==> src/design/tsgs_pkg.sv <==
package tsgs_pkg;

    // field widths
    localparam int W_RATE   = 32;
    localparam int W_TIME   = 48;
    localparam int W_SUM    = W_RATE + 1;
    localparam int W_NLN    = 38;
    localparam int W_DCNT   = 6;
    localparam int W_ADDR   = 6;
    localparam int W_APB    = 64;
    localparam int W_IN     = 64;
    localparam int W_OUT    = 56;
    localparam int LOG_ROUNDS = 32;

    // ln 2 as an unsigned Q0.32 fraction
    localparam logic [31:0] LN2_Q32 = 32'd2977044472;

    // register reset values
    localparam logic [W_RATE-1:0] RATE_RESET = 32'd65536;
    localparam logic [W_TIME-1:0] END_RESET  = 48'd6553600;

    // register indexes, byte address is 8 times the index
    localparam logic [2:0] REG_RATE_A_TO_B = 3'd0;
    localparam logic [2:0] REG_RATE_B_TO_A = 3'd1;
    localparam logic [2:0] REG_RATE_B_TO_C = 3'd2;
    localparam logic [2:0] REG_RATE_C_TO_A = 3'd3;
    localparam logic [2:0] REG_END_TIME    = 3'd4;

    // species codes
    localparam logic [1:0] SP_A = 2'd0;
    localparam logic [1:0] SP_B = 2'd1;
    localparam logic [1:0] SP_C = 2'd2;

    // reaction codes
    localparam logic [1:0] RX_A_TO_B = 2'd0;
    localparam logic [1:0] RX_B_TO_A = 2'd1;
    localparam logic [1:0] RX_B_TO_C = 2'd2;
    localparam logic [1:0] RX_C_TO_A = 2'd3;

    // run status codes
    localparam logic [2:0] STS_START   = 3'd0;
    localparam logic [2:0] STS_EVENT   = 3'd1;
    localparam logic [2:0] STS_FINAL   = 3'd2;
    localparam logic [2:0] STS_HALTED  = 3'd3;
    localparam logic [2:0] STS_IGNORED = 3'd4;

    // sequencer states
    typedef enum logic [3:0] {
        S_IDLE,
        S_CHECK,
        S_SEL1,
        S_SEL2,
        S_LOG,
        S_LSUB,
        S_LNLO,
        S_LNHI,
        S_DSTART,
        S_DIV,
        S_TIME,
        S_FINISH
    } t_state;

    // divider status toward the sequencer
    typedef struct packed {
        logic busy;
        logic done;
    } t_div_stat;

endpackage

==> src/design/three_state_gillespie_step_core.sv <==
// Direct-method stochastic step for one molecule switching among states A, B, C.
// Input stream: s_axis_tuser is the command (0 advance, 1 restart in A at time 0),
// s_axis_tdata carries the waiting-time draw and the reaction-choice draw.
// Output stream: one transfer per input transfer, holding the one-hot state after
// the item, the reaction fired, the Q32.16 clock and the run status in tuser.
// The user must write rates and the end time through the APB port only while the block is
// idle; the block itself does not enforce this. An advance is built from 32 squaring rounds
// of the logarithm on the shared 33x32 multiplier, two multiplier passes for ln 2 scaling,
// two more for the choice out of state B, and a 38-step restoring divider for the waiting
// time. Restart, ignored and halted items go straight to the result.
// One item is in work at a time; s_axis_tready is high only when the sequencer is idle,
// so the next item is taken only after a result is registered.
// The result sits in an output register, so the next item is taken while it waits;
// a stalled receiver holds that item at its last step until the register frees.
// Synchronous reset puts the run in state A at time zero, open, with rates of 1.0
// and an end time of 100.0, and drops m_axis_tvalid.
module three_state_gillespie_step_core
    import tsgs_pkg::*;
(
    input  logic              i_clk,
    input  logic              i_rst_n,
    // stream in
    input  logic              s_axis_tvalid,
    output logic              s_axis_tready,
    input  logic [W_IN-1:0]   s_axis_tdata,   // wait_random[31:0], select_random[63:32]
    input  logic [0:0]        s_axis_tuser,   // cmd[0]
    // stream out
    output logic              m_axis_tvalid,
    input  logic              m_axis_tready,
    output logic [W_OUT-1:0]  m_axis_tdata,   // species_a[0], species_b[1], species_c[2],
                                              // reaction_taken[4:3], event_time[52:5], zero
    output logic [2:0]        m_axis_tuser,   // run_status[2:0]
    // configuration
    input  logic              psel,
    input  logic              penable,
    input  logic              pwrite,
    input  logic [W_ADDR-1:0] paddr,
    input  logic [W_APB-1:0]  pwdata,
    output logic [W_APB-1:0]  prdata,
    output logic              pready
);

    // configuration registers
    logic [W_RATE-1:0] r_k1, r_k2, r_k3, r_k4;
    logic [W_TIME-1:0] r_end;

    // run state
    logic [1:0]        r_species, n_species;
    logic [W_TIME-1:0] r_time, n_time;
    logic              r_over, n_over;

    // sequencer
    t_state            r_state, n_state;
    logic [4:0]        r_cnt, n_cnt;

    // item registers
    logic              r_cmd, n_cmd;
    logic [31:0]       r_wait, n_wait;
    logic [31:0]       r_sel, n_sel;
    logic [W_SUM-1:0]  r_sum, n_sum;
    logic [4:0]        r_e, n_e;
    logic [31:0]       r_m, n_m;
    logic [31:0]       r_frac, n_frac;
    logic [64:0]       r_prod, n_prod;
    logic [31:0]       r_lnlo, n_lnlo;
    logic [W_NLN-1:0]  r_num, n_num;

    // pending result
    logic [1:0]        r_nxt_spec, n_nxt_spec;
    logic [W_TIME-1:0] r_nxt_time, n_nxt_time;
    logic              r_nxt_over, n_nxt_over;
    logic [1:0]        r_nxt_react, n_nxt_react;
    logic [2:0]        r_nxt_sts, n_nxt_sts;

    // output register
    logic              r_out_valid, n_out_valid;
    logic [W_OUT-1:0]  r_out_data, n_out_data;
    logic [2:0]        r_out_user, n_out_user;

    // shared multiplier
    logic [W_SUM-1:0]  mul_a;
    logic [31:0]       mul_b;
    logic [64:0]       mul_p;

    // helpers
    logic [31:0]       norm_w;
    logic [4:0]        norm_e;
    logic [31:0]       norm_m;
    logic [W_SUM-1:0]  sum_rates;
    logic [W_TIME:0]   t_sum;
    logic              div_start;
    t_div_stat         div_stat;
    logic [W_NLN-1:0]  div_quo;
    logic              cfg_wr;
    logic              sp_a, sp_b;

    assign mul_p = mul_a * mul_b;

    // waiting-time divider
    tsgs_div u_div (
        .i_clk   (i_clk),
        .i_rst_n (i_rst_n),
        .i_start (div_start),
        .i_num   (r_num),
        .i_den   (r_sum),
        .o_stat  (div_stat),
        .o_quo   (div_quo)
    );

    // apb access
    assign pready = 1'b1;
    assign cfg_wr = psel & penable & pwrite;

    always_comb begin
        unique case (paddr[5:3])
            REG_RATE_A_TO_B: prdata = {32'd0, r_k1};
            REG_RATE_B_TO_A: prdata = {32'd0, r_k2};
            REG_RATE_B_TO_C: prdata = {32'd0, r_k3};
            REG_RATE_C_TO_A: prdata = {32'd0, r_k4};
            REG_END_TIME:    prdata = {16'd0, r_end};
            default:         prdata = '0;
        endcase
    end

    always_ff @(posedge i_clk) begin
        if (!i_rst_n) begin
            r_k1  <= RATE_RESET;
            r_k2  <= RATE_RESET;
            r_k3  <= RATE_RESET;
            r_k4  <= RATE_RESET;
            r_end <= END_RESET;
        end else if (cfg_wr) begin
            unique case (paddr[5:3])
                REG_RATE_A_TO_B: r_k1  <= pwdata[W_RATE-1:0];
                REG_RATE_B_TO_A: r_k2  <= pwdata[W_RATE-1:0];
                REG_RATE_B_TO_C: r_k3  <= pwdata[W_RATE-1:0];
                REG_RATE_C_TO_A: r_k4  <= pwdata[W_RATE-1:0];
                REG_END_TIME:    r_end <= pwdata[W_TIME-1:0];
                default: ;
            endcase
        end
    end

    // msb search and normalization of the waiting draw, zero taken as one
    always_comb begin
        norm_w = (r_wait == 32'd0) ? 32'd1 : r_wait;
        norm_e = 5'd0;
        for (int i = 0; i < 32; i++) begin
            if (norm_w[i]) norm_e = 5'(i);
        end
        norm_m = norm_w << (5'd31 - norm_e);
    end

    // total propensity of the current state
    always_comb begin
        case (r_species)
            SP_A:    sum_rates = {1'b0, r_k1};
            SP_B:    sum_rates = {1'b0, r_k2} + {1'b0, r_k3};
            default: sum_rates = {1'b0, r_k4};
        endcase
    end

    // clock after this event, one bit wider to see overflow
    assign t_sum = {1'b0, r_time} + (W_TIME+1)'(div_quo);

    // one-hot state of the pending result
    assign sp_a = (r_nxt_spec == SP_A);
    assign sp_b = (r_nxt_spec == SP_B);

    assign s_axis_tready = (r_state == S_IDLE);
    assign div_start     = (r_state == S_DSTART);

    // next state and datapath
    always_comb begin
        n_state     = r_state;
        n_cnt       = r_cnt;
        n_cmd       = r_cmd;
        n_wait      = r_wait;
        n_sel       = r_sel;
        n_sum       = r_sum;
        n_e         = r_e;
        n_m         = r_m;
        n_frac      = r_frac;
        n_prod      = r_prod;
        n_lnlo      = r_lnlo;
        n_num       = r_num;
        n_nxt_spec  = r_nxt_spec;
        n_nxt_time  = r_nxt_time;
        n_nxt_over  = r_nxt_over;
        n_nxt_react = r_nxt_react;
        n_nxt_sts   = r_nxt_sts;
        n_species   = r_species;
        n_time      = r_time;
        n_over      = r_over;
        n_out_valid = r_out_valid & ~m_axis_tready;
        n_out_data  = r_out_data;
        n_out_user  = r_out_user;
        mul_a       = '0;
        mul_b       = '0;

        unique case (r_state)
            S_IDLE: begin
                if (s_axis_tvalid) begin
                    n_cmd   = s_axis_tuser[0];
                    n_wait  = s_axis_tdata[31:0];
                    n_sel   = s_axis_tdata[63:32];
                    n_state = S_CHECK;
                end
            end

            // early outcomes and setup for an event
            S_CHECK: begin
                n_nxt_spec  = r_species;
                n_nxt_time  = r_time;
                n_nxt_over  = 1'b1;
                n_nxt_react = RX_A_TO_B;
                n_sum       = sum_rates;
                n_e         = norm_e;
                n_m         = norm_m;
                n_cnt       = '0;
                if (r_cmd) begin
                    n_nxt_spec = SP_A;
                    n_nxt_time = '0;
                    n_nxt_over = 1'b0;
                    n_nxt_sts  = STS_START;
                    n_state    = S_FINISH;
                end else if (r_over || (r_time >= r_end)) begin
                    n_nxt_sts = STS_IGNORED;
                    n_state   = S_FINISH;
                end else if (sum_rates == '0) begin
                    n_nxt_sts = STS_HALTED;
                    n_state   = S_FINISH;
                end else begin
                    case (r_species)
                        SP_A: begin
                            n_nxt_react = RX_A_TO_B;
                            n_nxt_spec  = SP_B;
                            n_state     = S_LOG;
                        end
                        SP_B: begin
                            n_state = S_SEL1;
                        end
                        default: begin
                            n_nxt_react = RX_C_TO_A;
                            n_nxt_spec  = SP_A;
                            n_state     = S_LOG;
                        end
                    endcase
                end
            end

            // k2 * (2^32 - select)
            S_SEL1: begin
                mul_a   = 33'h1_0000_0000 - {1'b0, r_sel};
                mul_b   = r_k2;
                n_prod  = mul_p;
                n_state = S_SEL2;
            end

            // select * k3 against the stored product
            S_SEL2: begin
                mul_a = {1'b0, r_sel};
                mul_b = r_k3;
                if (mul_p < r_prod) begin
                    n_nxt_react = RX_B_TO_A;
                    n_nxt_spec  = SP_A;
                end else begin
                    n_nxt_react = RX_B_TO_C;
                    n_nxt_spec  = SP_C;
                end
                n_state = S_LOG;
            end

            // one fraction bit of log2 per squaring of the mantissa
            S_LOG: begin
                mul_a  = {1'b0, r_m};
                mul_b  = r_m;
                n_frac = {r_frac[30:0], mul_p[63]};
                n_m    = mul_p[63] ? mul_p[63:32] : mul_p[62:31];
                n_cnt  = r_cnt + 1'b1;
                if (r_cnt == 5'(LOG_ROUNDS - 1)) begin
                    n_state = S_LSUB;
                end
            end

            // 32 minus log2 of the draw, Q.32
            S_LSUB: begin
                n_num   = {6'd32, 32'd0} - {1'b0, r_e, r_frac};
                n_state = S_LNLO;
            end

            // fraction part times ln 2
            S_LNLO: begin
                mul_a   = {1'b0, r_num[31:0]};
                mul_b   = LN2_Q32;
                n_lnlo  = mul_p[63:32];
                n_state = S_LNHI;
            end

            // integer part times ln 2, plus the fraction part
            S_LNHI: begin
                mul_a   = {27'd0, r_num[37:32]};
                mul_b   = LN2_Q32;
                n_num   = mul_p[W_NLN-1:0] + {6'd0, r_lnlo};
                n_state = S_DSTART;
            end

            S_DSTART: begin
                n_state = S_DIV;
            end

            S_DIV: begin
                if (div_stat.done) begin
                    n_state = S_TIME;
                end
            end

            // advance the clock, saturate and close the run where due
            S_TIME: begin
                if (t_sum[W_TIME]) begin
                    n_nxt_time = '1;
                    n_nxt_over = 1'b1;
                    n_nxt_sts  = STS_FINAL;
                end else if (t_sum[W_TIME-1:0] >= r_end) begin
                    n_nxt_time = t_sum[W_TIME-1:0];
                    n_nxt_over = 1'b1;
                    n_nxt_sts  = STS_FINAL;
                end else begin
                    n_nxt_time = t_sum[W_TIME-1:0];
                    n_nxt_over = 1'b0;
                    n_nxt_sts  = STS_EVENT;
                end
                n_state = S_FINISH;
            end

            // commit the run state and hand the result to the output register
            S_FINISH: begin
                if (!r_out_valid || m_axis_tready) begin
                    n_species   = r_nxt_spec;
                    n_time      = r_nxt_time;
                    n_over      = r_nxt_over;
                    n_out_valid = 1'b1;
                    n_out_data  = {3'd0, r_nxt_time, r_nxt_react,
                                   ~(sp_a | sp_b), sp_b, sp_a};
                    n_out_user  = r_nxt_sts;
                    n_state     = S_IDLE;
                end
            end

            default: begin
                n_state = S_IDLE;
            end
        endcase
    end

    // control and run state
    always_ff @(posedge i_clk) begin
        if (!i_rst_n) begin
            r_state     <= S_IDLE;
            r_out_valid <= 1'b0;
            r_species   <= SP_A;
            r_time      <= '0;
            r_over      <= 1'b0;
        end else begin
            r_state     <= n_state;
            r_out_valid <= n_out_valid;
            r_species   <= n_species;
            r_time      <= n_time;
            r_over      <= n_over;
        end
    end

    // payload
    always_ff @(posedge i_clk) begin
        r_cnt       <= n_cnt;
        r_cmd       <= n_cmd;
        r_wait      <= n_wait;
        r_sel       <= n_sel;
        r_sum       <= n_sum;
        r_e         <= n_e;
        r_m         <= n_m;
        r_frac      <= n_frac;
        r_prod      <= n_prod;
        r_lnlo      <= n_lnlo;
        r_num       <= n_num;
        r_nxt_spec  <= n_nxt_spec;
        r_nxt_time  <= n_nxt_time;
        r_nxt_over  <= n_nxt_over;
        r_nxt_react <= n_nxt_react;
        r_nxt_sts   <= n_nxt_sts;
        r_out_data  <= n_out_data;
        r_out_user  <= n_out_user;
    end

    assign m_axis_tvalid = r_out_valid;
    assign m_axis_tdata  = r_out_data;
    assign m_axis_tuser  = r_out_user;

endmodule

==> src/design/tsgs_div.sv <==
module tsgs_div
    import tsgs_pkg::*;
(
    input  logic             i_clk,
    input  logic             i_rst_n,
    input  logic             i_start,
    input  logic [W_NLN-1:0] i_num,
    input  logic [W_SUM-1:0] i_den,
    output t_div_stat        o_stat,
    output logic [W_NLN-1:0] o_quo
);

    logic              r_busy;
    logic              r_done;
    logic [W_DCNT-1:0] r_cnt;
    logic [W_NLN-1:0]  r_quo;
    logic [W_SUM-1:0]  r_rem;

    logic [W_SUM:0]    shifted;
    logic [W_SUM:0]    diff;
    logic              ge;

    // one restoring step: shift in the next dividend bit, try the subtract
    always_comb begin
        shifted = {r_rem, r_quo[W_NLN-1]};
        ge      = (shifted >= {1'b0, i_den});
        diff    = shifted - {1'b0, i_den};
    end

    // control
    always_ff @(posedge i_clk) begin
        if (!i_rst_n) begin
            r_busy <= 1'b0;
            r_done <= 1'b0;
            r_cnt  <= '0;
        end else begin
            r_done <= 1'b0;
            if (i_start) begin
                r_busy <= 1'b1;
                r_cnt  <= '0;
            end else if (r_busy) begin
                r_cnt <= r_cnt + 1'b1;
                if (r_cnt == W_DCNT'(W_NLN - 1)) begin
                    r_busy <= 1'b0;
                    r_done <= 1'b1;
                end
            end
        end
    end

    // quotient bits shift in where dividend bits leave
    always_ff @(posedge i_clk) begin
        if (i_start) begin
            r_quo <= i_num;
            r_rem <= '0;
        end else if (r_busy) begin
            r_quo <= {r_quo[W_NLN-2:0], ge};
            r_rem <= ge ? diff[W_SUM-1:0] : shifted[W_SUM-1:0];
        end
    end

    assign o_stat.busy = r_busy;
    assign o_stat.done = r_done;
    assign o_quo       = r_quo;

endmodule

==> config.mk <==
export PLATFORM = sky130hd
export DESIGN_NAME = three_state_gillespie_step_core
export DESIGN_NICKNAME = d
export VERILOG_FILES = /design/src/design/tsgs_pkg.sv /design/src/design/three_state_gillespie_step_core.sv /design/src/design/tsgs_div.sv
export SDC_FILE = /design/constraint.sdc
export NUM_CORES = 2
export LEC_CHECK = 0
export BUFFER_PORTS_ARGS = -buffer_cell sky130_fd_sc_hd__buf_4
export CAP_MARGIN = 20
export CORE_UTILIZATION = 55
export DETAILED_ROUTE_END_ITERATION = 12
export HOLD_SLACK_MARGIN = 0.03
export PLACE_DENSITY = 0.72
export SLEW_MARGIN = 15
export SYNTH_ARGS = -nofsm -noshare
export SYNTH_HDL_FRONTEND = slang
export SYNTH_SLANG_ARGS = --single-unit
export TNS_END_PERCENT = 100
==> constraint.sdc <==
create_clock -name i_clk -period 28.8 [get_ports i_clk]
set_input_delay 0 -clock i_clk [delete_from_list [all_inputs] [get_ports i_clk]]
set_output_delay 0 -clock i_clk [all_outputs]
set_load 0.02 [all_outputs]
==> summary.md <==
| Metric | Value |
|---|---|
| Peak supply drop | between 0.05 and 0.06 mV |
| Setup WS pre-CTS | around 14 ns |
| Clock Skews | 0.0378 ns |
| Largest area contributor in the netlist | fa_1 |
| Fin area | between 80000 and 90000 µm² |
| Slew @ Worst Pin | around 1.2 ns |
| Via/cell ratio | 6.10 |
| Critical Path Start Type | flip-flop |
| Syn avg cell area | 8.91 µm² |
| Area share of the leading cell type in the synthesized netlist | 0.245 |
| Largest cells by area after synthesis | fa_1, edfxtp_1, ha_1 |
| Yosys warnings | 0 |
| WL/cell | roughly 25 µm |
| Post-CTS Hold Fix Bufs | 168 |
| Worst-path clk slew | around 0.060 ns |
| Cell Area, Placed | 79500 µm² |
| Slew HR | 0.182 |
| Cell area power density | about 64 nW/µm² |
| CP bufs+invs | 2 |
| Share of cells above drive strength 1 | 0.0701 |
| Cell row count | 135 |
| Final worst slack | approximately 13 ns |
| # resized after CTS | 0 |
| Register Area | 19200 µm² |
| Clk root buf | clkbuf_16 |
| Nets | 10400 |
| Via count | 64600 |
| Worst hold path class | in2reg |
| First-pass GRT wire length | 397 mm |
| Req. time, crit path | 29.24 ns |
| Floorplan die width | 373 µm |
| Final Hold Viols | 0 |
| IO Count | 268 |
| Crit end category | flip-flop |
| Status | finished clean |
| Clk buf depth | 3 |
| Register area share after synthesis | 0.253 |
| IO buf count | ~230 |
| Core area | approximately 140000 µm² |
| CP arrival | 15.83 ns |
| Initial Util | 0.557 |
| Static Leak | 0.0379 µW |
| Slowest cell delay on critical path | 1.02 ns |
| Final period utilization | 0.534 |
| Filler Cells Inserted | 11600 |
| Die outline height | 373 µm |
| Synth Instances | between 8000 and 9000 |
| Critical path peak fanout | 9 |
| GRT overflow | 0 |
| Yosys cell types | 100 |
| Setup bufs post-CTS | 0 |
| Area of the multi-input gates | 50900 µm² |
| Worst skew pair latency | 0.70 ns |
| CTS tree | yes |
| DRC viols | 0 |
| MaxCap Viol Count | 0 |
| Top_reg_cell synth | edfxtp_1 |
| Achievable frequency | roughly 0.065 GHz |
| Largest net degree at the start of global routing | between 100 and 150 |
| Minimum clock period | 15.39 ns |
| GRT Resource Usage Total | 0.380 |
| Final GP Congestion | 1.03 |
| Routed WL | 266 mm |
| Post-route ant nets | 0 |
| RSZ-0062 raised after global routing | no |
| Antenna violations before repair | 9 |
| Top delay family on crit path | adder cells |
| Mapped Area | 75900 µm² |
| Vias in the first global route | 63400 |
| Die area | about 140000 µm² |
| Post-synth EDFFs | roughly 460 |
| CP dominant cell by count | fa_1 |
| Violation count after the first detailed-route iteration | roughly 6800 |
| Critical path class | reg2reg |
| Area grow syn2layout | 10.8% |
| TNS Setup | 0 ns |
| Pre-antenna DRT Iters | 9 |
| Yosys reg bits | 730 |
| Hpwl dp | 203 mm |
| Critical-path top delay cell | a21oi_1 |
| # clock sinks | 730 |
| Setup violators final | 0 |
| H-tree Lvls | 3 |
| Num CTS Buffers | 82 |
| Asr flop ratio synth | 0 |
| Slew Viols, Final | 0 |
-- path summary, 6_finish.rpt --
check | slack [ns] | to | startpoint | cells past startpoint
setup / recovery | 13.41 | r_nxt_spec[1] | r_sel[3] | 44
hold / removal | 0.05 | r_wait[29] | s_axis_tdata[29] | 2
setup reg to reg | 13.41 | r_nxt_spec[1] | r_sel[3] | 44
hold reg to reg | 0.42 | m_axis_tuser[1] | r_nxt_sts[1] | 0
-- cell families (layout without fill, tap and decap cells) --
kind of cell,Yosys count,count (layout),synth area share
simple gates,2875,2875,0.162
flops,730,730,0.253
fa+ha+maj,1495,1495,0.339
xor+xnor,243,243,0.0282
mux,146,146,0.0194
buf+inv,1572,1839,0.0791
other cells,2,25,0.0000990
compound gates,1450,1450,0.120
-- synth_stat cells, types with 135 or more instances --
library cell,count
dfxtp_1,273
xnor2_1,148
o21ai_0,236
inv_1,1118
ha_1,565
clkbuf_1,390
mux2i_1,135
edfxtp_1,457
a21oi_1,587
a21o_1,144
fa_1,930
nor2_1,783
nand2_1,1472
-- where the power goes --
group / switching [µW] / leakage (µW) / internal, µW
sequential: 170 / 0.00644 / 1390
clock: 466 / 0.00136 / 629
combinational: 1860 / 0.0301 / 846
-- layer usage --
| layer | global-route usage | vias up | routed length, µm |
|---|---|---|---|
| met5 | 0.00309 | - | 117 |
| met4 | 0.237 | 10 | 20000 |
| met3 | 0.0901 | 805 | 28200 |
| met2 | 0.577 | 3525 | 116000 |
| met1 | 0.491 | 31900 | 102000 |
| li1 | - | 28400 | - |
-- stage by stage --
step            util  cells  hold slack, ns  total power [µW]
4_1_cts        0.617  10600          0.0312              5300
2_1_floorplan      -   8531          0.0989              3130
6_report       0.618  10600          0.0506              5370
5_1_grt        0.617  10600          0.0391              5590
3_5_place_dp   0.584  10300           0.179              4180
3_3_place_gp   0.584  10300           0.179              4130
-- cell type report --
type,count,share of cell area
diodes,5,0.000149
well taps,1781,0.0265
flip-flops and latches,730,0.228
clock buffers,102,0.0265
multi-input cells,6229,0.606
clock inverters,51,0.00688
inverters,1125,0.0504
repair buffers,561,0.0554
-- flip-flops by register name (all words and copies together), names as in the netlist, 4 cells and up --
register      count
u_div.o_quo      38
r_cnt             5
r_k3             32
u_div.r_cnt       6
r_wait           32
r_k1             32
m_axis_tdata     53
r_num            38
r_frac           32
r_k2             32
r_nxt_time       48
r_lnlo           32
r_prod           65
r_k4             32
u_div.r_rem      33
r_time           48
r_m              32
r_e               5
r_end            48
r_sum            33
r_sel            32
r_state           4
-- cells in the final DEF, fill, tap and decap left out, types with 83 or more instances in the layout --
cell,n
nand2_1,1469
inv_1,1116
fa_1,930
nor2_1,782
a21oi_1,586
ha_1,565
edfxtp_1,457
buf_4,391
dfxtp_1,272
o21ai_0,231
dlygate4sd3_1,168
xnor2_1,148
a21o_1,144
mux2i_1,135
nor3_1,99
xor2_1,94
nand4_1,84
nand3_1,84
clkbuf_16,83
Note: power is estimated with default switching activity, not from simulation.
